`config.mk`:
```
export PLATFORM = sky130hd
export DESIGN_NAME = floppy_sector_transfer_sequencer
export DESIGN_NICKNAME = d
export VERILOG_FILES = /design/src/hw/rtl/fsts_pkg.sv /design/src/hw/rtl/fsts_front.sv /design/src/hw/rtl/fsts_div.sv /design/src/hw/rtl/fsts_back.sv /design/src/hw/rtl/floppy_sector_transfer_sequencer.sv
export SDC_FILE = /design/constraint.sdc
export NUM_CORES = 1
export LEC_CHECK = 0
export BUFFER_PORTS_ARGS = -buffer_cell sky130_fd_sc_hd__buf_2
export CAP_MARGIN = 30
export CORE_UTILIZATION = 62
export CTS_CLUSTER_SIZE = 16
export DETAILED_ROUTE_END_ITERATION = 10
export HOLD_SLACK_MARGIN = 0.02
export MAX_ROUTING_LAYER = met4
export PLACE_DENSITY = 0.83
export SLEW_MARGIN = 40
export SYNTH_ARGS = -nofsm -noshare
export SYNTH_HDL_FRONTEND = slang
export SYNTH_SLANG_ARGS = --single-unit
```
`constraint.sdc`:
```
create_clock -name clk_i -period 11.7 [get_ports clk_i]
set_clock_uncertainty 0.05 [all_clocks]
set_input_delay 1.17 -clock clk_i [delete_from_list [all_inputs] [get_ports clk_i]]
set_output_delay 1.17 -clock clk_i [all_outputs]
set_load 0.02 [all_outputs]
```
`src/hw/rtl/fsts_pkg.sv`:
```
// Shared types and constants for the floppy sector transfer sequencer.
// Used by the front, divider, back and top modules; no dependencies.
`timescale 1ns / 1ps
package fsts_pkg;

  localparam logic [1:0] MaxTries = 2'd3;

  localparam logic [1:0] OK_CMD  = 2'd0;
  localparam logic [1:0] OK_DOR  = 2'd1;
  localparam logic [1:0] OK_DMA  = 2'd2;
  localparam logic [1:0] OK_DONE = 2'd3;

  localparam logic [2:0] K_SET    = 3'd0;
  localparam logic [2:0] K_REQ    = 3'd1;
  localparam logic [2:0] K_STAT   = 3'd2;
  localparam logic [2:0] K_IRQ    = 3'd3;
  localparam logic [2:0] K_TICK   = 3'd4;
  localparam logic [2:0] K_MON    = 3'd5;
  localparam logic [2:0] K_MOFF   = 3'd6;

  localparam logic [2:0] R_SEEK  = 3'd0;
  localparam logic [2:0] R_SENSE = 3'd1;
  localparam logic [2:0] R_READ  = 3'd2;
  localparam logic [2:0] R_WRITE = 3'd3;
  localparam logic [2:0] R_RECAL = 3'd4;
  localparam logic [2:0] R_DELAY = 3'd5;
  localparam logic [2:0] R_SPT   = 3'd6;
  localparam logic [2:0] R_HEADS = 3'd7;

  localparam logic [7:0] DorMotorOn  = 8'h1c;
  localparam logic [7:0] DorMotorOff = 8'h0c;

  localparam int QDepth = 2;

  // one queued event between the front and the back
  typedef struct packed {
    logic [2:0]  kind;
    logic [15:0] block_number;
    logic        write_flag;
    logic [7:0]  status_byte;
    logic [15:0] elapsed_us;
  } evt_t;

  // one emitted result
  typedef struct packed {
    logic [1:0] kind;
    logic [7:0] byte_v;
    logic       dma_write;
    logic [1:0] done_status;
    logic       last;
  } res_t;

endpackage

```
`src/hw/rtl/fsts_front.sv`:
```
// Front end: accepts input beats into a short queue for the back end.
// Depends on fsts_pkg.
`timescale 1ns / 1ps
module fsts_front
  import fsts_pkg::*;
(
  input  logic       clk_i,
  input  logic       rst_ni,
  input  logic       in_valid_i,
  output logic       in_stall_o,
  input  evt_t       in_evt_i,
  output logic       q_valid_o,
  input  logic       q_pop_i,
  output evt_t       q_evt_o
);
  evt_t       mem_q [QDepth];
  logic       wp_q, rp_q;
  logic [1:0] cnt_q;
  logic       push;

  assign in_stall_o = (cnt_q == 2'(QDepth));
  assign push = in_valid_i && !in_stall_o;
  assign q_valid_o = (cnt_q != 2'd0);
  assign q_evt_o = mem_q[rp_q];

  always_ff @(posedge clk_i) begin
    if (push) mem_q[wp_q] <= in_evt_i;
  end

  always_ff @(posedge clk_i or negedge rst_ni) begin
    if (!rst_ni) begin
      wp_q <= 1'b0;
      rp_q <= 1'b0;
      cnt_q <= 2'd0;
    end else begin
      if (push) wp_q <= ~wp_q;
      if (q_pop_i) rp_q <= ~rp_q;
      cnt_q <= cnt_q + 2'(push) - 2'(q_pop_i);
    end
  end

  assert property (@(posedge clk_i) disable iff (!rst_ni) q_pop_i |-> q_valid_o)
    else $error("pop from empty queue");
  assert property (@(posedge clk_i) disable iff (!rst_ni) cnt_q <= 2'(QDepth))
    else $error("queue count overflow");
  assert property (@(posedge clk_i) disable iff (!rst_ni)
    (push && !q_pop_i) |=> cnt_q == $past(cnt_q) + 2'd1)
    else $error("queue count lost a push");
endmodule

```
`src/hw/rtl/fsts_div.sv`:
```
// Restoring divider for the block number mapping, one quotient bit per cycle.
// Depends on fsts_pkg.
`timescale 1ns / 1ps
module fsts_div
  import fsts_pkg::*;
(
  input  logic        clk_i,
  input  logic        rst_ni,
  input  logic        start_i,
  input  logic [15:0] dividend_i,
  input  logic [6:0]  divisor_i,
  output logic        busy_o,
  output logic [15:0] quot_o,
  output logic [6:0]  rem_o
);
  logic [15:0] quot_q;
  logic [6:0]  rem_q;
  logic [6:0]  dvs_q;
  logic [4:0]  cnt_q;
  logic [7:0]  trial;

  assign busy_o = (cnt_q != 5'd0);
  assign quot_o = quot_q;
  assign rem_o = rem_q;
  assign trial = {rem_q, quot_q[15]} - {1'b0, dvs_q};

  always_ff @(posedge clk_i or negedge rst_ni) begin
    if (!rst_ni) begin
      cnt_q <= 5'd0;
    end else if (start_i) begin
      cnt_q <= 5'd16;
    end else if (busy_o) begin
      cnt_q <= cnt_q - 5'd1;
    end
  end

  always_ff @(posedge clk_i) begin
    if (start_i) begin
      quot_q <= dividend_i;
      rem_q <= 7'd0;
      dvs_q <= divisor_i;
    end else if (busy_o) begin
      if (!trial[7]) begin
        rem_q <= trial[6:0];
        quot_q <= {quot_q[14:0], 1'b1};
      end else begin
        rem_q <= {rem_q[5:0], quot_q[15]};
        quot_q <= {quot_q[14:0], 1'b0};
      end
    end
  end

  assert property (@(posedge clk_i) disable iff (!rst_ni) start_i |=> cnt_q == 5'd16)
    else $error("divider did not load");
  assert property (@(posedge clk_i) disable iff (!rst_ni) busy_o |-> dvs_q != 7'd0)
    else $error("divide by zero");
  assert property (@(posedge clk_i) disable iff (!rst_ni) busy_o |=> cnt_q == $past(cnt_q) - 5'd1)
    else $error("divider count skipped");
endmodule

```
`src/hw/rtl/fsts_back.sv`:
```
// Back end: transfer sequencer state, motor timer and result emitter.
// Depends on fsts_pkg and fsts_div.
`timescale 1ns / 1ps
module fsts_back
  import fsts_pkg::*;
(
  input  logic        clk_i,
  input  logic        rst_ni,
  input  logic        q_valid_i,
  output logic        q_pop_o,
  input  evt_t        q_evt_i,
  input  logic [7:0]  seek_op_i,
  input  logic [7:0]  sense_op_i,
  input  logic [7:0]  read_op_i,
  input  logic [7:0]  write_op_i,
  input  logic [7:0]  recal_op_i,
  input  logic [23:0] delay_i,
  input  logic [5:0]  spt_i,
  input  logic [1:0]  heads_i,
  output logic        out_valid_o,
  input  logic        out_stall_i,
  output res_t        out_res_o
);
  typedef enum logic [3:0] {
    PH_IDLE, PH_SEEK_IRQ, PH_SEEK_SENSE, PH_XFER_IRQ, PH_XFER_STAT,
    PH_RECAL_IRQ, PH_RECAL_SENSE
  } phase_e;
  typedef enum logic [1:0] {MOT_OFF, MOT_DLY, MOT_ON} motor_e;
  typedef enum logic [2:0] {
    S_TAKE, S_DIV1, S_DIV2, S_EMIT
  } seq_e;
  // result script selectors
  typedef enum logic [2:0] {
    SC_NONE, SC_BUSY, SC_START, SC_SENSE, SC_RECAL, SC_DONE, SC_DOR
  } script_e;

  seq_e        seq_q;
  phase_e      phase_q;
  motor_e      motor_q;
  logic [24:0] cnt_q;
  logic [7:0]  track_q, headpos_q, st0_q, st1_q;
  logic        head_q, wr_q;
  logic [6:0]  sector_q;
  logic [1:0]  tries_q, done_st_q;
  logic [2:0]  await_q;
  logic        seek_q, dor_pre_q;
  logic [7:0]  dor_val_q;
  script_e     scr_q;
  logic [3:0]  idx_q, len_q;
  logic        out_valid_q;
  res_t        out_q;

  logic        div_start, div_busy;
  logic [15:0] div_dvd, div_quot;
  logic [6:0]  div_dvs, div_rem;
  logic [6:0]  spt_eff;
  logic [1:0]  h_eff;

  assign spt_eff = (spt_i == 6'd0) ? 7'd1 : {1'b0, spt_i};
  assign h_eff = (heads_i == 2'd0) ? 2'd1 : ((heads_i == 2'd3) ? 2'd2 : heads_i);

  fsts_div u_div (
    .clk_i, .rst_ni, .start_i(div_start), .dividend_i(div_dvd),
    .divisor_i(div_dvs), .busy_o(div_busy), .quot_o(div_quot), .rem_o(div_rem)
  );

  assign div_start = (seq_q == S_TAKE && q_valid_i && q_evt_i.kind == K_SET
                      && phase_q == PH_IDLE);
  assign div_dvd = q_evt_i.block_number;
  assign div_dvs = spt_eff;
  assign q_pop_o = (seq_q == S_TAKE) && q_valid_i;
  assign out_valid_o = out_valid_q;
  assign out_res_o = out_q;

  logic slot_free;
  assign slot_free = !out_valid_q || !out_stall_i;

  // produce element idx of the current script
  res_t cur;
  logic [3:0] k;
  always_comb begin
    cur = '0;
    k = idx_q;
    if (dor_pre_q) begin
      if (k == 4'd0) begin
        cur.kind = OK_DOR;
        cur.byte_v = DorMotorOn;
      end
      k = k - 4'd1;
    end
    case (scr_q)
      SC_BUSY, SC_DONE: begin
        cur.kind = OK_DONE;
        cur.done_status = done_st_q;
      end
      SC_SENSE: cur.byte_v = sense_op_i;
      SC_RECAL: cur.byte_v = (k == 4'd0) ? recal_op_i : 8'h00;
      SC_DOR: begin
        cur.kind = OK_DOR;
        cur.byte_v = dor_val_q;
      end
      SC_START: begin
        if (seek_q) begin
          case (k)
            4'd0: cur.byte_v = seek_op_i;
            4'd1: cur.byte_v = {5'd0, head_q, 2'd0};
            default: cur.byte_v = track_q;
          endcase
        end else begin
          case (k)
            4'd0: begin
              cur.kind = OK_DMA;
              cur.dma_write = wr_q;
            end
            4'd1: cur.byte_v = wr_q ? write_op_i : read_op_i;
            4'd2: cur.byte_v = {5'd0, head_q, 2'd0};
            4'd3: cur.byte_v = track_q;
            4'd4: cur.byte_v = {7'd0, head_q};
            4'd5: cur.byte_v = {1'b0, sector_q};
            4'd6: cur.byte_v = 8'h02;
            4'd7: cur.byte_v = 8'h12;
            4'd8: cur.byte_v = 8'h1b;
            default: cur.byte_v = 8'hff;
          endcase
        end
      end
      default: cur = cur;
    endcase
    if (dor_pre_q && idx_q == 4'd0) begin
      cur.kind = OK_DOR;
      cur.byte_v = DorMotorOn;
      cur.dma_write = 1'b0;
      cur.done_status = 2'd0;
    end
    cur.last = (idx_q == len_q - 4'd1);
  end

  // helpers used when a status phase ends
  logic st_fail_recal, st_ok;
  assign st_fail_recal = (st0_q[7:6] == 2'b01) && st1_q[2];
  assign st_ok = (st0_q[7:6] == 2'b00);

  always_ff @(posedge clk_i or negedge rst_ni) begin
    logic [1:0] t;
    logic       nseek;
    if (!rst_ni) begin
      seq_q <= S_TAKE;
      phase_q <= PH_IDLE;
      motor_q <= MOT_OFF;
      cnt_q <= '0;
      track_q <= '0;
      head_q <= 1'b0;
      sector_q <= 7'd1;
      headpos_q <= 8'hff;
      wr_q <= 1'b0;
      tries_q <= '0;
      await_q <= '0;
      st0_q <= '0;
      st1_q <= '0;
      seek_q <= 1'b0;
      dor_pre_q <= 1'b0;
      dor_val_q <= '0;
      done_st_q <= '0;
      scr_q <= SC_NONE;
      idx_q <= '0;
      len_q <= '0;
      out_valid_q <= 1'b0;
      out_q <= '0;
    end else begin
      // the emit state owns the output register while it runs
      if (seq_q != S_EMIT && out_valid_q && !out_stall_i) out_valid_q <= 1'b0;
      case (seq_q)
        S_TAKE: begin
          idx_q <= '0;
          if (q_valid_i) begin
            case (q_evt_i.kind)
              K_SET: begin
                if (phase_q == PH_IDLE) begin
                  seq_q <= S_DIV1;
                end
              end
              K_REQ: begin
                if (phase_q != PH_IDLE) begin
                  scr_q <= SC_BUSY;
                  done_st_q <= 2'd2;
                  len_q <= 4'd1;
                  seq_q <= S_EMIT;
                end else begin
                  dor_pre_q <= (motor_q == MOT_OFF);
                  motor_q <= MOT_ON;
                  wr_q <= q_evt_i.write_flag;
                  tries_q <= MaxTries;
                  nseek = (track_q != headpos_q);
                  seek_q <= nseek;
                  headpos_q <= track_q;
                  phase_q <= nseek ? PH_SEEK_IRQ : PH_XFER_IRQ;
                  scr_q <= SC_START;
                  len_q <= (nseek ? 4'd3 : 4'd10) + ((motor_q == MOT_OFF) ? 4'd1 : 4'd0);
                  seq_q <= S_EMIT;
                end
              end
              K_IRQ: begin
                if (phase_q == PH_SEEK_IRQ || phase_q == PH_RECAL_IRQ) begin
                  phase_q <= (phase_q == PH_SEEK_IRQ) ? PH_SEEK_SENSE : PH_RECAL_SENSE;
                  await_q <= 3'd2;
                  scr_q <= SC_SENSE;
                  len_q <= 4'd1;
                  seq_q <= S_EMIT;
                end else if (phase_q == PH_XFER_IRQ) begin
                  phase_q <= PH_XFER_STAT;
                  await_q <= 3'd7;
                end
              end
              K_STAT: begin
                if (phase_q == PH_SEEK_SENSE || phase_q == PH_RECAL_SENSE ||
                    phase_q == PH_XFER_STAT) begin
                  if (phase_q == PH_XFER_STAT && await_q == 3'd7)
                    st0_q <= q_evt_i.status_byte;
                  if (phase_q == PH_XFER_STAT && await_q == 3'd6)
                    st1_q <= q_evt_i.status_byte;
                  if (await_q > 3'd1) begin
                    await_q <= await_q - 3'd1;
                  end else begin
                    await_q <= 3'd0;
                    seq_q <= S_DIV2; // resolve end of phase next cycle
                  end
                end
              end
              K_TICK: begin
                if (motor_q == MOT_DLY) begin
                  if ({9'd0, q_evt_i.elapsed_us} >= cnt_q) begin
                    cnt_q <= '0;
                    motor_q <= MOT_OFF;
                    scr_q <= SC_DOR;
                    dor_val_q <= DorMotorOff;
                    len_q <= 4'd1;
                    seq_q <= S_EMIT;
                  end else begin
                    cnt_q <= cnt_q - {9'd0, q_evt_i.elapsed_us};
                  end
                end
              end
              K_MON: begin
                if (motor_q == MOT_OFF) begin
                  scr_q <= SC_DOR;
                  dor_val_q <= DorMotorOn;
                  len_q <= 4'd1;
                  seq_q <= S_EMIT;
                end
                motor_q <= MOT_ON;
              end
              K_MOFF: begin
                if (motor_q == MOT_ON) begin
                  motor_q <= MOT_DLY;
                  cnt_q <= {1'b0, delay_i};
                end
              end
              default: seq_q <= S_TAKE;
            endcase
          end
        end
        S_DIV1: begin
          // wait for blk / spt, then map it to sector, head and track
          if (!div_busy && !div_start) begin
            sector_q <= div_rem + 7'd1;
            if (h_eff == 2'd2) begin
              head_q <= div_quot[0];
              track_q <= div_quot[8:1];
            end else begin
              head_q <= 1'b0;
              track_q <= div_quot[7:0];
            end
            seq_q <= S_TAKE;
          end
        end
        S_DIV2: begin
          // end of a status phase
          t = (tries_q > 2'd0) ? tries_q - 2'd1 : 2'd0;
          seq_q <= S_EMIT;
          if (phase_q == PH_SEEK_SENSE) begin
            seek_q <= 1'b0;
            phase_q <= PH_XFER_IRQ;
            scr_q <= SC_START;
            len_q <= 4'd10;
          end else if (phase_q == PH_XFER_STAT && st_fail_recal) begin
            headpos_q <= 8'd0;
            phase_q <= PH_RECAL_IRQ;
            scr_q <= SC_RECAL;
            len_q <= 4'd2;
          end else if (phase_q == PH_XFER_STAT && st_ok) begin
            phase_q <= PH_IDLE;
            scr_q <= SC_DONE;
            done_st_q <= 2'd0;
            len_q <= 4'd1;
            if (motor_q == MOT_ON) begin
              motor_q <= MOT_DLY;
              cnt_q <= {1'b0, delay_i};
            end
          end else begin
            tries_q <= t;
            if (t == 2'd0) begin
              phase_q <= PH_IDLE;
              scr_q <= SC_DONE;
              done_st_q <= 2'd1;
              len_q <= 4'd1;
              if (motor_q == MOT_ON) begin
                motor_q <= MOT_DLY;
                cnt_q <= {1'b0, delay_i};
              end
            end else begin
              nseek = (track_q != headpos_q);
              seek_q <= nseek;
              headpos_q <= track_q;
              phase_q <= nseek ? PH_SEEK_IRQ : PH_XFER_IRQ;
              scr_q <= SC_START;
              len_q <= nseek ? 4'd3 : 4'd10;
            end
          end
        end
        S_EMIT: begin
          if (slot_free) begin
            out_valid_q <= 1'b1;
            out_q <= cur;
            idx_q <= idx_q + 4'd1;
            if (idx_q == len_q - 4'd1) begin
              seq_q <= S_TAKE;
              dor_pre_q <= 1'b0;
            end
          end
        end
        default: seq_q <= S_TAKE;
      endcase
    end
  end

  assert property (@(posedge clk_i) disable iff (!rst_ni)
    (out_valid_q && out_stall_i) |=> out_valid_q)
    else $error("result dropped under stall");
  assert property (@(posedge clk_i) disable iff (!rst_ni)
    q_pop_o |-> seq_q == S_TAKE)
    else $error("event taken while busy");
  assert property (@(posedge clk_i) disable iff (!rst_ni)
    (seq_q == S_EMIT) |-> idx_q < len_q)
    else $error("script index overrun");
endmodule

```
`src/hw/rtl/floppy_sector_transfer_sequencer.sv`:
```
// Top level of the floppy sector transfer sequencer.
// Depends on fsts_pkg, fsts_front, fsts_back.
`timescale 1ns / 1ps
// Usage:
//  Input channel (in_valid_i / in_stall_o) carries one event beat: set block,
//  transfer request, status byte, controller interrupt, tick, motor on/off.
//  Output channel (out_valid_o / out_stall_i) carries result beats: command
//  bytes, DOR writes, DMA arm and transfer done; last marks the final beat
//  an event produces.
//  A two-entry queue splits the front (accept) from the back (sequencer), so
//  input beats are taken while results wait to drain.
//  An event is taken by the back only while it is in its take state; each
//  result is registered in the emit state, one result per cycle while
//  out_stall_i is low. Set block runs the 16-bit block number through a
//  bit-serial divider; a status byte ending a phase passes a resolve state.
//  Throughput: one event per cycle when it yields no result and needs no
//  divider or resolve state. An event yields at most 11 result beats.
//  Reset: motor off, head position unknown, phase idle, default opcodes
//  and geometry. A stalled receiver holds the output beat and backs up
//  the queue, which then raises in_stall_o. The user makes config writes
//  (cfg_we_i, cfg_idx_i, cfg_data_i) only while idle; it is not enforced.
module floppy_sector_transfer_sequencer
  import fsts_pkg::*;
(
  input  logic        clk_i,
  input  logic        rst_ni,
  input  logic        cfg_we_i,
  input  logic [2:0]  cfg_idx_i,
  input  logic [23:0] cfg_data_i,
  input  logic        in_valid_i,
  output logic        in_stall_o,
  input  logic [2:0]  kind_i,
  input  logic [15:0] block_number_i,
  input  logic        write_flag_i,
  input  logic [7:0]  status_byte_i,
  input  logic [15:0] elapsed_us_i,
  output logic        out_valid_o,
  input  logic        out_stall_i,
  output logic [1:0]  out_kind_o,
  output logic [7:0]  out_byte_o,
  output logic        dma_write_o,
  output logic [1:0]  done_status_o,
  output logic        last_o
);
  logic [7:0]  seek_q, sense_q, read_q, write_q, recal_q;
  logic [23:0] delay_q;
  logic [5:0]  spt_q;
  logic [1:0]  heads_q;

  // config register file
  always_ff @(posedge clk_i or negedge rst_ni) begin
    if (!rst_ni) begin
      seek_q <= 8'd15;
      sense_q <= 8'd8;
      read_q <= 8'd230;
      write_q <= 8'd197;
      recal_q <= 8'd7;
      delay_q <= 24'd3000000;
      spt_q <= 6'd18;
      heads_q <= 2'd2;
    end else if (cfg_we_i) begin
      case (cfg_idx_i)
        R_SEEK:  seek_q <= cfg_data_i[7:0];
        R_SENSE: sense_q <= cfg_data_i[7:0];
        R_READ:  read_q <= cfg_data_i[7:0];
        R_WRITE: write_q <= cfg_data_i[7:0];
        R_RECAL: recal_q <= cfg_data_i[7:0];
        R_DELAY: delay_q <= cfg_data_i;
        R_SPT:   spt_q <= cfg_data_i[5:0];
        R_HEADS: heads_q <= cfg_data_i[1:0];
        default: heads_q <= heads_q;
      endcase
    end
  end

  evt_t in_evt, q_evt;
  logic q_valid, q_pop;
  res_t res;

  assign in_evt = '{kind: kind_i, block_number: block_number_i,
                    write_flag: write_flag_i, status_byte: status_byte_i,
                    elapsed_us: elapsed_us_i};

  fsts_front u_front (
    .clk_i, .rst_ni, .in_valid_i, .in_stall_o, .in_evt_i(in_evt),
    .q_valid_o(q_valid), .q_pop_i(q_pop), .q_evt_o(q_evt)
  );

  fsts_back u_back (
    .clk_i, .rst_ni, .q_valid_i(q_valid), .q_pop_o(q_pop), .q_evt_i(q_evt),
    .seek_op_i(seek_q), .sense_op_i(sense_q), .read_op_i(read_q),
    .write_op_i(write_q), .recal_op_i(recal_q), .delay_i(delay_q),
    .spt_i(spt_q), .heads_i(heads_q), .out_valid_o, .out_stall_i,
    .out_res_o(res)
  );

  assign out_kind_o = res.kind;
  assign out_byte_o = res.byte_v;
  assign dma_write_o = res.dma_write;
  assign done_status_o = res.done_status;
  assign last_o = res.last;
endmodule

```
# Word level (Yosys, flattened, before mapping)
# Memories as Yosys holds them, arrays and structs flattened.
# Index checks and enable logic that the tools add are counted.
# totals
wordCells,363
memories,1
ramBits,88
input_bits,76
regBits,224
# memory_table
name,words,word_bits,rd,rd_clocked_by_memory_dff,wr,line_no,text
u_front.mem_q,2,44,1,0,1,fsts_front.sv:16,evt_t mem_q [QDepth];
# classes
n_bitwise,3
eq_ne,82
reduce_logical,68
n_lt_le_gt_ge,3
n_mux,152
add_sub_neg,12
# op_table
cell,n
two-way mux 25 bit,8
two-way mux 8 bit,14
one-hot mux 25 bit (2 select lines),2
two-way mux 4 bit,21
two-way mux 3 bit,24
one-hot mux 8 bit (9 select lines),1
two-way mux 2 bit,30
one-hot mux 8 bit (2 select lines),3
AND reduction 7 bit,6
"== test 3 bit, second input constant",12
two-way mux 16 bit,2
one-hot mux 4 bit (2 select lines),4
one-hot mux 8 bit (4 select lines),1
"!= test 3 bit, second input constant",10
"== test 4 x 3 -> 1 bit, second input constant",7
greater-or-equal comparator 16 x 25 -> 1 bit,1
subtractor 25 x 16 -> 25 bit,1
"== test 3 x 2 -> 1 bit, second input constant",8
one-hot mux 3 bit (4 select lines),2
two-way mux 1 bit,23
AND reduction 2 bit,11
one-hot mux 3 bit (7 select lines),1
AND reduction 5 bit,4
two-way mux 9 bit,2
51 further kinds,122

# Longest topological paths before layout
# Gate-level depths: netlist (run 1).
# depth
word_depth,8
depth_mapped,14

# Modules after synthesis
# A second synthesis (run 1) with hierarchy kept.
# unflattened
cells_unflattened,1291
area_unflattened_um2,14988.1
# modules_own_cells
mod,cells_per_inst,seq_area_each_um2,n_inst,area_per_inst_um2
fsts_back,822,2438.6,1,6781.5
fsts_front,154,2742.6,1,3569.7
floppy_sector_transfer_sequencer,161,1839.3,1,2805.2
fsts_div,154,955.9,1,1831.8

# Least setup slack after synthesis (run 1)
# Ideal clock, no wire load.
# synth_path
path_type,register to register
startpoint,reg u_front.rp_q
endpoint,reg u_back.cnt_q[20]
path_buffers,3
stages_incl_launch_ff,13
arrival_ps,3835
slack_ps,7729
t_required_ps,11564
path_cell_list,dfrtp_1 > buf_2 > buf_1 > clkbuf_1 > mux2i_1 > fa_1 > a21o_1 > a21oi_1 > o31a_1 > o211ai_1 > a2111oi_0 > mux2_2 > nor3_1
# synth_between
elab_chain_cells,7
elab_cells_between_ends,13
classes_between,1 x add/sub; 1 x order compare; 4 x eq/ne; 5 x mux; 1 x reduce/logical; 1 x memory
# synth_rtl
element,line_no,text
start: declaration,fsts_front.sv:17,"logic wp_q, rp_q;"
start signal: assignment,fsts_front.sv:37,if (q_pop_i) rp_q <= ~rp_q;
memory read (2 x 44 bit) (*),-,
subtractor 25 x 16 -> 25 bit / greater-or-equal comparator 16 x 25 -> 1 bit (equally long branches),"fsts_back.sv:239, fsts_back.sv:231",
two-way mux 25 bit,fsts_back.sv:231,"if ({9'd0, q_evt_i.elapsed_us} >= cnt_q) begin"
two-way mux 25 bit,fsts_back.sv:230,if (motor_q == MOT_DLY) begin
one-hot mux 25 bit (2 select lines),fsts_back.sv:176,case (q_evt_i.kind)
two-way mux 25 bit,fsts_back.sv:175,if (q_valid_i) begin
one-hot mux 25 bit (2 select lines),fsts_back.sv:172,case (seq_q)
end signal: assignment,fsts_back.sv:239,"cnt_q <= cnt_q - {9'd0, q_evt_i.elapsed_us};"
end signal: assignment,fsts_back.sv:255,"cnt_q <= {1'b0, delay_i};"
end signal: assignment,fsts_back.sv:297,"cnt_q <= {1'b0, delay_i};"
end: declaration,fsts_back.sv:40,logic [24:0] cnt_q;
# Mark *: on every way between the ends. The rest lies on a longest branch, timed or not. The select of a mux whose other input is x is not followed.
# A chain may end at the register's enable or synchronous reset.

# Worst setup path after layout (run 1)
# Ends and elaborated chain as after synthesis.

==> results of run 1 <==
==> report_power, final <==
group          switching (mW)  internal [mW]  leakage (nW)
combinational           0.909          0.681          2.91
clock                   0.372          0.533         0.455
sequential              0.307           1.39          3.13
==> routing by layer <==
layer | GRT usage | wire [µm]
met4 | 0.0767 | 759
met5 | - | 0
met1 | 0.389 | 14200
met2 | 0.442 | 14800
met3 | 0.0459 | 2220
==> per-stage QoR <==
stage	total power, mW	hold WS, ns	utilization
after global routing	4.44	0.435	0.704
after global placement	3.18	0.407	0.661
after floorplan	2.85	0.390	-
after CTS	4.18	0.428	0.704
after detailed placement	3.26	0.415	0.663
final	4.19	0.430	0.704
==> cells by family after synthesis <==
family                   synth area share
XOR/XNOR                           0.0287
adder cells (fa/ha/maj)            0.0342
multiplexers                        0.110
AND/OR/NAND/NOR                     0.120
buffers and inverters              0.0292
flip-flops                          0.531
AO/OA/AOI/OAI                       0.147
==> worst min-delay path, delay by kind of cell (launching register included) <==
family	cells	cell delay [ns]
compound gates	1	0.06
flops	1	0.37
simple gates	1	0.04
==> registers in the layout, indices dropped and copies added (netlist names), 4 cells and up <==
register	count
u_front.mem_q	78
u_back.cnt_q	25
delay_q	24
u_back.u_div.quot_o	16
u_back.out_res_o	14
read_q	8
recal_q	8
seek_q	8
sense_q	8
u_back.headpos_q	8
u_back.track_q	8
write_q	8
u_back.sector_q	7
u_back.u_div.rem_o	7
spt_q	6
u_back.u_div.dvs_q	6
u_back.u_div.cnt_q	5
u_back.idx_q	4
u_back.len_q	4
==> how the worst min path moves through the flow <==
stage | cells after the start | startpoint | slack, ns | to
2_1_floorplan | 1 | u_back.tries_q[0] | 0.39 | u_back.tries_q[0]
3_3_place_gp | 2 | u_back.out_res_o[3] | 0.41 | u_back.out_res_o[3]
3_5_place_dp | 1 | u_back.tries_q[0] | 0.42 | u_back.tries_q[0]
4_1_cts | 0 | spt_q[2] | 0.43 | u_back.u_div.dvs_q[2]
5_1_grt | 0 | spt_q[3] | 0.43 | u_back.u_div.dvs_q[3]
6_report | 2 | u_back.sector_q[0] | 0.43 | u_back.sector_q[0]
==> layout by cell type (no fill, tap or decap), types with 12 or more instances in the layout <==
cell type / netlist / final
ha_1: 36 / 36
clkbuf_16: 0 / 29
a22oi_1: 19 / 19
nand2_1: 86 / 86
inv_1: 43 / 43
a21oi_1: 66 / 66
nor3_1: 22 / 20
nor2_1: 84 / 83
buf_2: 10 / 85
o21ai_0: 56 / 56
mux2i_1: 57 / 57
clkbuf_1: 34 / 12
xor2_1: 16 / 16
mux2_2: 89 / 89
o21ai_1: 12 / 12
nand2b_1: 23 / 23
a22o_1: 13 / 13
o22ai_1: 16 / 16
dfstp_2: 39 / 39
dfrtp_1: 138 / 137
edfxtp_1: 100 / 100
xnor2_1: 31 / 31
nand4_1: 14 / 14
nand3_1: 16 / 15
==> cell type report <==
cell class	instances	area [µm²]
sequential	284	7620
fill	1542	6690
multi-input combinational	869	6340
clock buffer	46	840
timing repair buffer	98	531
tap	285	357
inverter	43	161
clock inverter	8	91.3
antenna	2	5.00
==> results_dict.tcl, run 1 <==
set metrics [dict create \
    grt_pass1_vias 10000 \
    ys.warnings.count 0 \
    power.leakage_nw 6.50 \
    outcome "completed" \
    vias 10300 \
    crit_type "reg -> reg" \
    core_um2 22600 \
    worstPathArrival_ns 4.85 \
    hold_buffers 0 \
    cts_buffers 29 \
    cts.sinks 284 \
    power_density_nw_per_um2 263 \
    min_path_type "reg -> reg" \
    startpoint_type "flip-flop" \
    period_minus_slack_ns 4.44 \
    rows 55 \
    setup-violations-final 0 \
    wl_per_cell_um 19.5 \
    ys_seq_elements 284 \
    synth_seq_area_share 0.531 \
    boundaryPins 92 \
    crit_slowest_cell "dfrtp_2" \
    die-area_um2 23700 \
    path_buf_inv 2 \
    synth_area_um2 14300 \
    synth_top_area_frac 0.241 \
    fin_crit_sh 0.380 \
    final-instance-count-excl-fill 1635 \
    synth.distinct_cells 95 \
    placed_cells 1579 \
    place_worst_setup_slack_ns 7.29 \
    die_h_um 154 \
    crit_path_end_kind "flip-flop" \
    start_util 0.634 \
    synth.most_common_cell "dfrtp_1" \
    drt-total-wl_um 31900 \
    placed_area_um2 15000 \
    postSynthAreaPerCell_um2 11.5 \
    grt_max_degree 68 \
    postCtsSetupBuffers 0 \
    grt_overflow_total 0 \
    cts-root-buf "clkbuf_16" \
    crit_path_end "u_back.cnt_q[20]" \
    synthArstFlopShare 0.623 \
    die_w_um 154 \
    synth_cells 1250 \
    cts_buffer_depth 3 \
    antenna_left 0 \
    path_max_fanout 30 \
    drt-initial-drc-count 892 \
    io_buffers 86 \
    rsz0062_at_grt "false" \
    synth-edff-count 100 \
    cp-startpoint "u_front.rp_q" \
    antenna_found_initial 2 \
    synthTopCellsByArea "dfrtp_1 24%, edfxtp_1 21%, dfstp_2 7.1%, mux2_2 7.0%, mux2i_1 4.0%" \
    cp_top_family "compound AO/OA/AOI/OAI gates" \
    reg2reg_to "u_back.cnt_q[20]" \
    syn-num-nets 1364 \
    drc 0 \
    setup_slack_ns 7.26 \
    r2r-start "u_front.rp_q" \
    dr.pass1.iters 6 \
    crit_cells 12 \
    nNetsFinal 1439 \
    cap_violations 0 \
    path_cells "buf_4, mux2_2, ha_1, inv_1, fa_1, a21o_1, a21oi_1, o31a_1, o211ai_1, a2111oi_0, mux2_2, nor3_1" \
    grtUsageTotal 0.284 \
    gp_congestion 0.921 \
    dp_hpwl_um 22300 \
    max_freq_mhz 225 \
    r2r_cells 12 \
    htree_levels 1 \
    clock_latency_ns 0.55 \
    ys_top_cells_by_count "138 x dfrtp_1, 100 x edfxtp_1, 89 x mux2_2" \
    avgViaCountPerCell 6.32 \
    cpPeakStageDelay_ns 0.79 \
    slew_headroom 0.467 \
    area_delta_synth_final_pct 11.2 \
    vdd_drop_max_uv 166 \
    drive_above_1_share 0.227 \
    cts_tree "yes" \
    cts_resized 0 \
    crit_path_frequent_cell "mux2_2" \
    synth_flop_cell "dfrtp_1" \
    critPathRequiredTime_ns 12.11 \
    setup_tns_ns 0 \
    hold_viol 0 \
    cts.clk_slew.worst_paths_ns 0.06 \
    worst_pin_slew_ns 0.800 \
    postLayoutCellArea_um2 15900 \
    grt_pass1_wl_um 51900 \
    reg2reg_slack_ns 7.26 \
    maxSlewViolCount 0 \
    yosysTopAreaCell "dfrtp_1" \
]
(Power assumes the default switching activity.)
==> inputs of run 2 (changes only) <==
--- a/config.mk
+++ b/config.mk
@@ -7,12 +7,12 @@
 export LEC_CHECK = 0
 export BUFFER_PORTS_ARGS = -buffer_cell sky130_fd_sc_hd__buf_2
 export CAP_MARGIN = 30
-export CORE_UTILIZATION = 62
+export CORE_UTILIZATION = 61
 export CTS_CLUSTER_SIZE = 16
 export DETAILED_ROUTE_END_ITERATION = 10
 export HOLD_SLACK_MARGIN = 0.02
 export MAX_ROUTING_LAYER = met4
-export PLACE_DENSITY = 0.83
+export PLACE_DENSITY = 0.82
 export SLEW_MARGIN = 40
 export SYNTH_ARGS = -nofsm -noshare
 export SYNTH_HDL_FRONTEND = slang
==> constraint.sdc (replaced) <==
create_clock -name clk_i -period 4.62 [get_ports clk_i]
set_clock_uncertainty 0.05 [all_clocks]
set_input_delay 0.462 -clock clk_i [delete_from_list [all_inputs] [get_ports clk_i]]
set_output_delay 0.462 -clock clk_i [all_outputs]
set_load 0.02 [all_outputs]
==> run 2 against run 1 <==
Flip-flop and latch count unchanged. Global-route usage about the same. Critical path depth decreased by 1. First-iteration DRC count increased by 6.4%. Utilization increased by 0.31 points. Worst hold slack got worse by 0.39 ns. Non-clock buffer count increased by 1. Final area increased by 1.4%.
==> results_dict.tcl, run 2 (synthesis gave the netlist of run 1 again) <==
set metrics [dict create \
    crit_slowest_cell "a2111oi_0" \
    avgViaCountPerCell 6.27 \
    path_cells "mux2_2, ha_1, inv_1, fa_1, a21o_1, a21oi_1, o31a_1, o211ai_1, a2111oi_0, mux2_2, nor3_1" \
    grt_max_degree 94 \
    fillers 1649 \
    crit_path_end_kind "flip-flop" \
    largestRegisters "u_front.mem_q x78, u_back.cnt_q x25, delay_q x24" \
    gp_congestion 0.966 \
    place_worst_setup_slack_ns 0.951 \
    max_freq_mhz 268 \
    cts_tree "yes" \
    drt-total-wl_um 32200 \
    die_h_um 155 \
    power_density_nw_per_um2 676 \
    path_max_fanout 11 \
    regMostFlops "u_front.mem_q" \
    boundaryPins 92 \
    vdd_drop_max_uv 480 \
    htree_levels 1 \
    layout_common_cells "137 x dfrtp_1, 100 x edfxtp_1, 89 x mux2_2" \
    cts.sinks 284 \
    setup_slack_ns 0.883 \
    cts.clk_slew.worst_paths_ns 0.07 \
    vias 10400 \
    grt_pass1_vias 10100 \
    cap_violations 0 \
    maxSlewViolCount 0 \
    outcome "completed" \
    die_w_um 155 \
    setup-violations-final 0 \
    io_buffers 86 \
    dp_hpwl_um 22300 \
    period_minus_slack_ns 3.74 \
    rows 55 \
    worst_pin_slew_ns 0.824 \
    drc 0 \
    dr.pass1.iters 6 \
    cts_buffers 29 \
    cpPeakStageDelay_ns 0.61 \
    cts-root-buf "clkbuf_16" \
    largest_reg_flops 78 \
    register_area_um2 7620 \
    grtUsageTotal 0.284 \
    cts_buffer_depth 3 \
    fin_crit_sh 0.809 \
    rsz0062_at_grt "false" \
    die-area_um2 24100 \
    clock_latency_ns 0.56 \
    min_path_type "in -> reg" \
    crit_path_frequent_cell "mux2_2" \
    setup_tns_ns 0 \
    worstPathArrival_ns 4.16 \
    power.leakage_nw 6.58 \
    grt_pass1_wl_um 52200 \
    crit_type "reg -> reg" \
    area_delta_synth_final_pct 12.7 \
    antenna_left 0 \
    antenna_found_initial 4 \
    drive_above_1_share 0.234 \
    start_util 0.628 \
    hold_viol 0 \
    nNetsFinal 1440 \
    drt-initial-drc-count 949 \
    multi_input_area_um2 6350 \
    wl_per_cell_um 19.3 \
    final_common_cell "dfrtp_1" \
    grt_overflow_total 0 \
    slew_headroom 0.449 \
    startpoint_type "flip-flop" \
    core_um2 22800 \
    critPathRequiredTime_ns 5.04 \
]
==> run 2: changes by cell type in the layout (fill, tap and decap cells not counted), sizes merged <==
cell	change
clkinv	+4
dlygate4sd3	+2
clkbuf	-11
clkinvlp	+2
bufinv	+5
buf	-1
diode	+2
==> run 2: stage by stage <==
stage / power (mW) / std cells / hold slack, ns / utilization / area, µm²
final: 10.9 / 1666 / 0.0370 / 0.708 / 16200
after floorplan: 7.22 / 1250 / 0.116 / - / 14300
after global placement: 8.10 / 1606 / 0.390 / 0.658 / 15000
after global routing: 11.6 / 1666 / 0.0209 / 0.708 / 16200
after CTS: 10.9 / 1662 / 0.0205 / 0.707 / 16200
after detailed placement: 8.27 / 1606 / 0.405 / 0.659 / 15100
==> run 2: area by class of cell <==
cell class              count  area share
flip-flops and latches    284       0.472
multi-input cells         869       0.393
clock buffers              35      0.0488
repair buffers             99      0.0344
well taps                 313      0.0242
clock inverters            19      0.0174
inverters                  43     0.00998
diodes                      4    0.000619
==> run 2: worst paths after layout <==
check,from,end,slack (ns),depth (start not counted)
max in group asynchronous,rst_ni,u_back.headpos_q[5],3.13,3
hold reg to reg,spt_q[2],u_back.u_div.dvs_q[2],0.42,0
min in group asynchronous,rst_ni,delay_q[12],0.44,2
hold / removal,elapsed_us_i[10],u_front.mem_q[1][10],0.04,1
setup reg to reg,u_front.rp_q,u_back.cnt_q[20],0.88,11
setup / recovery,u_front.rp_q,u_back.cnt_q[20],0.88,11
==> run 2: metal layers <==
layer / part of all wire / global-route usage
met1: 0.44 / 0.382
met2: 0.48 / 0.451
met3: 0.061 / 0.0435
met4: 0.023 / 0.0794
met5: 0 / -
==> run 2: worst max-delay path, delay by kind of cell (launching register included) <==
kind	cells	cell delay [ns]
DFF	1	0.52
and+or+nand+nor	1	0.19
AOI/OAI and AO/OA	5	1.55
buffers and inverters	1	0.06
muxes	2	0.66
adders and majority gates	2	0.59
==> run 2: report_power, final <==
group / total [mW] / internal [mW] / switching (mW)
Combinational: 4.07 / 1.74 / 2.33
Sequential: 4.27 / 3.52 / 0.750
Clock: 2.59 / 1.61 / 0.978
==> run 2: repair_timing <==
action	4_1_cts	5_1_grt
hold buffers	2	0
hold endpoints to repair	83	0
setup endpoints to repair	0	0
setup buffers	0	0
resized for setup	0	0
==> inputs of run 3 (changes only) <==
--- a/config.mk
+++ b/config.mk
@@ -7,12 +7,12 @@
 export LEC_CHECK = 0
 export BUFFER_PORTS_ARGS = -buffer_cell sky130_fd_sc_hd__buf_2
 export CAP_MARGIN = 30
-export CORE_UTILIZATION = 61
+export CORE_UTILIZATION = 55
 export CTS_CLUSTER_SIZE = 16
 export DETAILED_ROUTE_END_ITERATION = 10
 export HOLD_SLACK_MARGIN = 0.02
 export MAX_ROUTING_LAYER = met4
-export PLACE_DENSITY = 0.82
+export PLACE_DENSITY = 0.78
 export SLEW_MARGIN = 40
 export SYNTH_ARGS = -nofsm -noshare
 export SYNTH_HDL_FRONTEND = slang
==> constraint.sdc (replaced) <==
create_clock -name clk_i -period 3.1 [get_ports clk_i]
set_clock_uncertainty 0.05 [all_clocks]
set_input_delay 0.31 -clock clk_i [delete_from_list [all_inputs] [get_ports clk_i]]
set_output_delay 0.31 -clock clk_i [all_outputs]
set_load 0.02 [all_outputs]
==> run 3 against run 2 <==
Critical path depth decreased by 2. Highest routed layer unchanged. Sequential power rose by 47%. Clock power grew 44%. Critical endpoint is now u_back.scr_q[0].
==> results_dict.tcl, run 3 (synthesis gave the netlist of run 1 again) <==
set metrics [dict create \
    start_util 0.565 \
    vias 10800 \
    critPathRequiredTime_ns 3.48 \
    grtUsageTotal 0.270 \
    rsz0062_at_grt "true" \
    area_delta_synth_final_pct 19.6 \
    place_worst_setup_slack_ns -0.0383 \
    grt_pass1_vias 10700 \
    die_w_um 164 \
    gp_congestion 0.906 \
    largestRegisters "u_front.mem_q x78, u_back.cnt_q x25, delay_q x24" \
    cts.clk_slew.worst_paths_ns 0.06 \
    setup_tns_ns 0 \
    cts_tree "yes" \
    min_path_type "in -> reg" \
    grt_pass1_wl_um 55200 \
    antenna_left 0 \
    swShare 0.374 \
    switching_power_mw 6.26 \
    core_um2 25400 \
    fin_crit_sh 0.972 \
    drive_above_1_share 0.258 \
    dp_hpwl_um 23300 \
    period_minus_slack_ns 3.01 \
    drt-initial-drc-count 856 \
    boundaryPins 92 \
    drc 0 \
    power.leakage_nw 7.05 \
    worst_hold_slack_ns 0.0900 \
    rows 58 \
    hold_viol 0 \
    combPwrFrac 0.401 \
    num_antenna_cells 0 \
    power_density_nw_per_um2 975 \
    final_common_cell "dfrtp_1" \
    vdd_drop_max_uv 552 \
    drt-total-wl_um 34400 \
    grt_max_degree 70 \
    setup-violations-final 0 \
    startpoint_type "flip-flop" \
    max_freq_mhz 332 \
    htree_levels 1 \
    maxSlewViolCount 0 \
    wl_per_cell_um 19.3 \
    p_clk_frac 0.223 \
    seqPwrFrac 0.376 \
    antenna_found_initial 2 \
    grt_overflow_total 0 \
    cts_buffers 30 \
    crit_path_end_kind "flip-flop" \
    fillers 1922 \
    io_buffers 86 \
    cts.sinks 284 \
    largest_reg_flops 78 \
    avgViaCountPerCell 6.02 \
    worst_pin_slew_ns 0.809 \
    regMostFlops "u_front.mem_q" \
    path_max_fanout 6 \
    nNetsFinal 1546 \
    outcome "completed" \
    cap_violations 0 \
    cts-root-buf "clkbuf_16" \
    setup_slack_ns 0.0861 \
    crit_type "reg -> reg" \
    die-area_um2 26700 \
    worstPathArrival_ns 3.39 \
    die_h_um 164 \
    slew_headroom 0.459 \
    cts_buffer_depth 3 \
    clock_latency_ns 0.56 \
    p_int_mw 10.5 \
    dr.pass1.iters 6 \
    layout_common_cells "137 x dfrtp_1, 100 x edfxtp_1, 88 x mux2_2" \
]
[run 3: changes by cell type in the layout (fill, tap and decap cells not counted), moves of 4 or more]
cell,delta
dlygate4sd3_1,+55
bufinv_16,-4
diode_2,-4
a21oi_2,+5
a21oi_1,-5
buf_4,+49
[run 3: area by class of cell]
type	instances	area, µm²	share of cell area
clock buffer	42	878	0.0512
clock inverter	14	168	0.00977
inverter	43	161	0.00941
multi-input combinational	869	6420	0.374
sequential	284	7620	0.444
tap	330	413	0.0241
timing repair buffer	204	1490	0.0869
[run 3: worst max-delay path: stages (launching register included)]
cell and delay, ns:
dfrtp_2 0.46, buf_4 0.20, mux2i_2 0.17, ha_1 0.31
nand4_1 0.14, or3_1 0.44, o2111ai_2 0.23, nand3_1 0.20
a31oi_4 0.30, mux2_2 0.38
[run 3: layer usage]
metal  wire length, µm  global-route usage  share of wire
met1             15000               0.362           0.44
met5                 0                   -              0
met3              2070              0.0315          0.060
met2             16400               0.436           0.48
met4               843              0.0766          0.025
[run 3: what timing repair did]
action	CTS	global route
endpoints found under the setup margin	9	21
pin swaps	0	9
resized for setup	7	13
hold endpoints to repair	147	0
hold buffers	57	0
setup buffers	1	1
[run 3: power by group through the flow]
stage / combinational, mW / sequential [mW] / clock, mW
2_1_floorplan: 4.88 / 5.94 / 0
3_3_place_gp: 6.21 / 6.27 / 0
3_5_place_dp: 6.41 / 6.33 / 0
4_1_cts: 6.58 / 6.27 / 3.78
5_1_grt: 7.39 / 6.42 / 3.91
6_report: 6.70 / 6.29 / 3.73
[run 3: per-stage QoR]
step	area (µm²)	power [mW]	utilization	std cells
detailed placement	15400	12.7	0.608	1671
global route	17200	17.7	0.676	1786
CTS	17100	16.6	0.673	1785
finish	17200	16.7	0.676	1786
global placement	15400	12.5	0.608	1671
floorplan	14400	10.8	-	1250
[run 3: worst paths after layout]
kind	startpoint	end	slack [ns]	depth (start not counted)
worst max-delay path	u_front.rp_q	u_back.scr_q[0]	0.09	9
worst min-delay path	cfg_data_i[3]	spt_q[3]	0.09	2
worst max register to register	u_front.rp_q	u_back.scr_q[0]	0.09	9
worst min register to register	u_back.tries_q[0]	u_back.tries_q[0]	0.43	1
max in group asynchronous	rst_ni	recal_q[0]	1.85	3
min in group asynchronous	rst_ni	u_back.cnt_q[11]	0.28	2
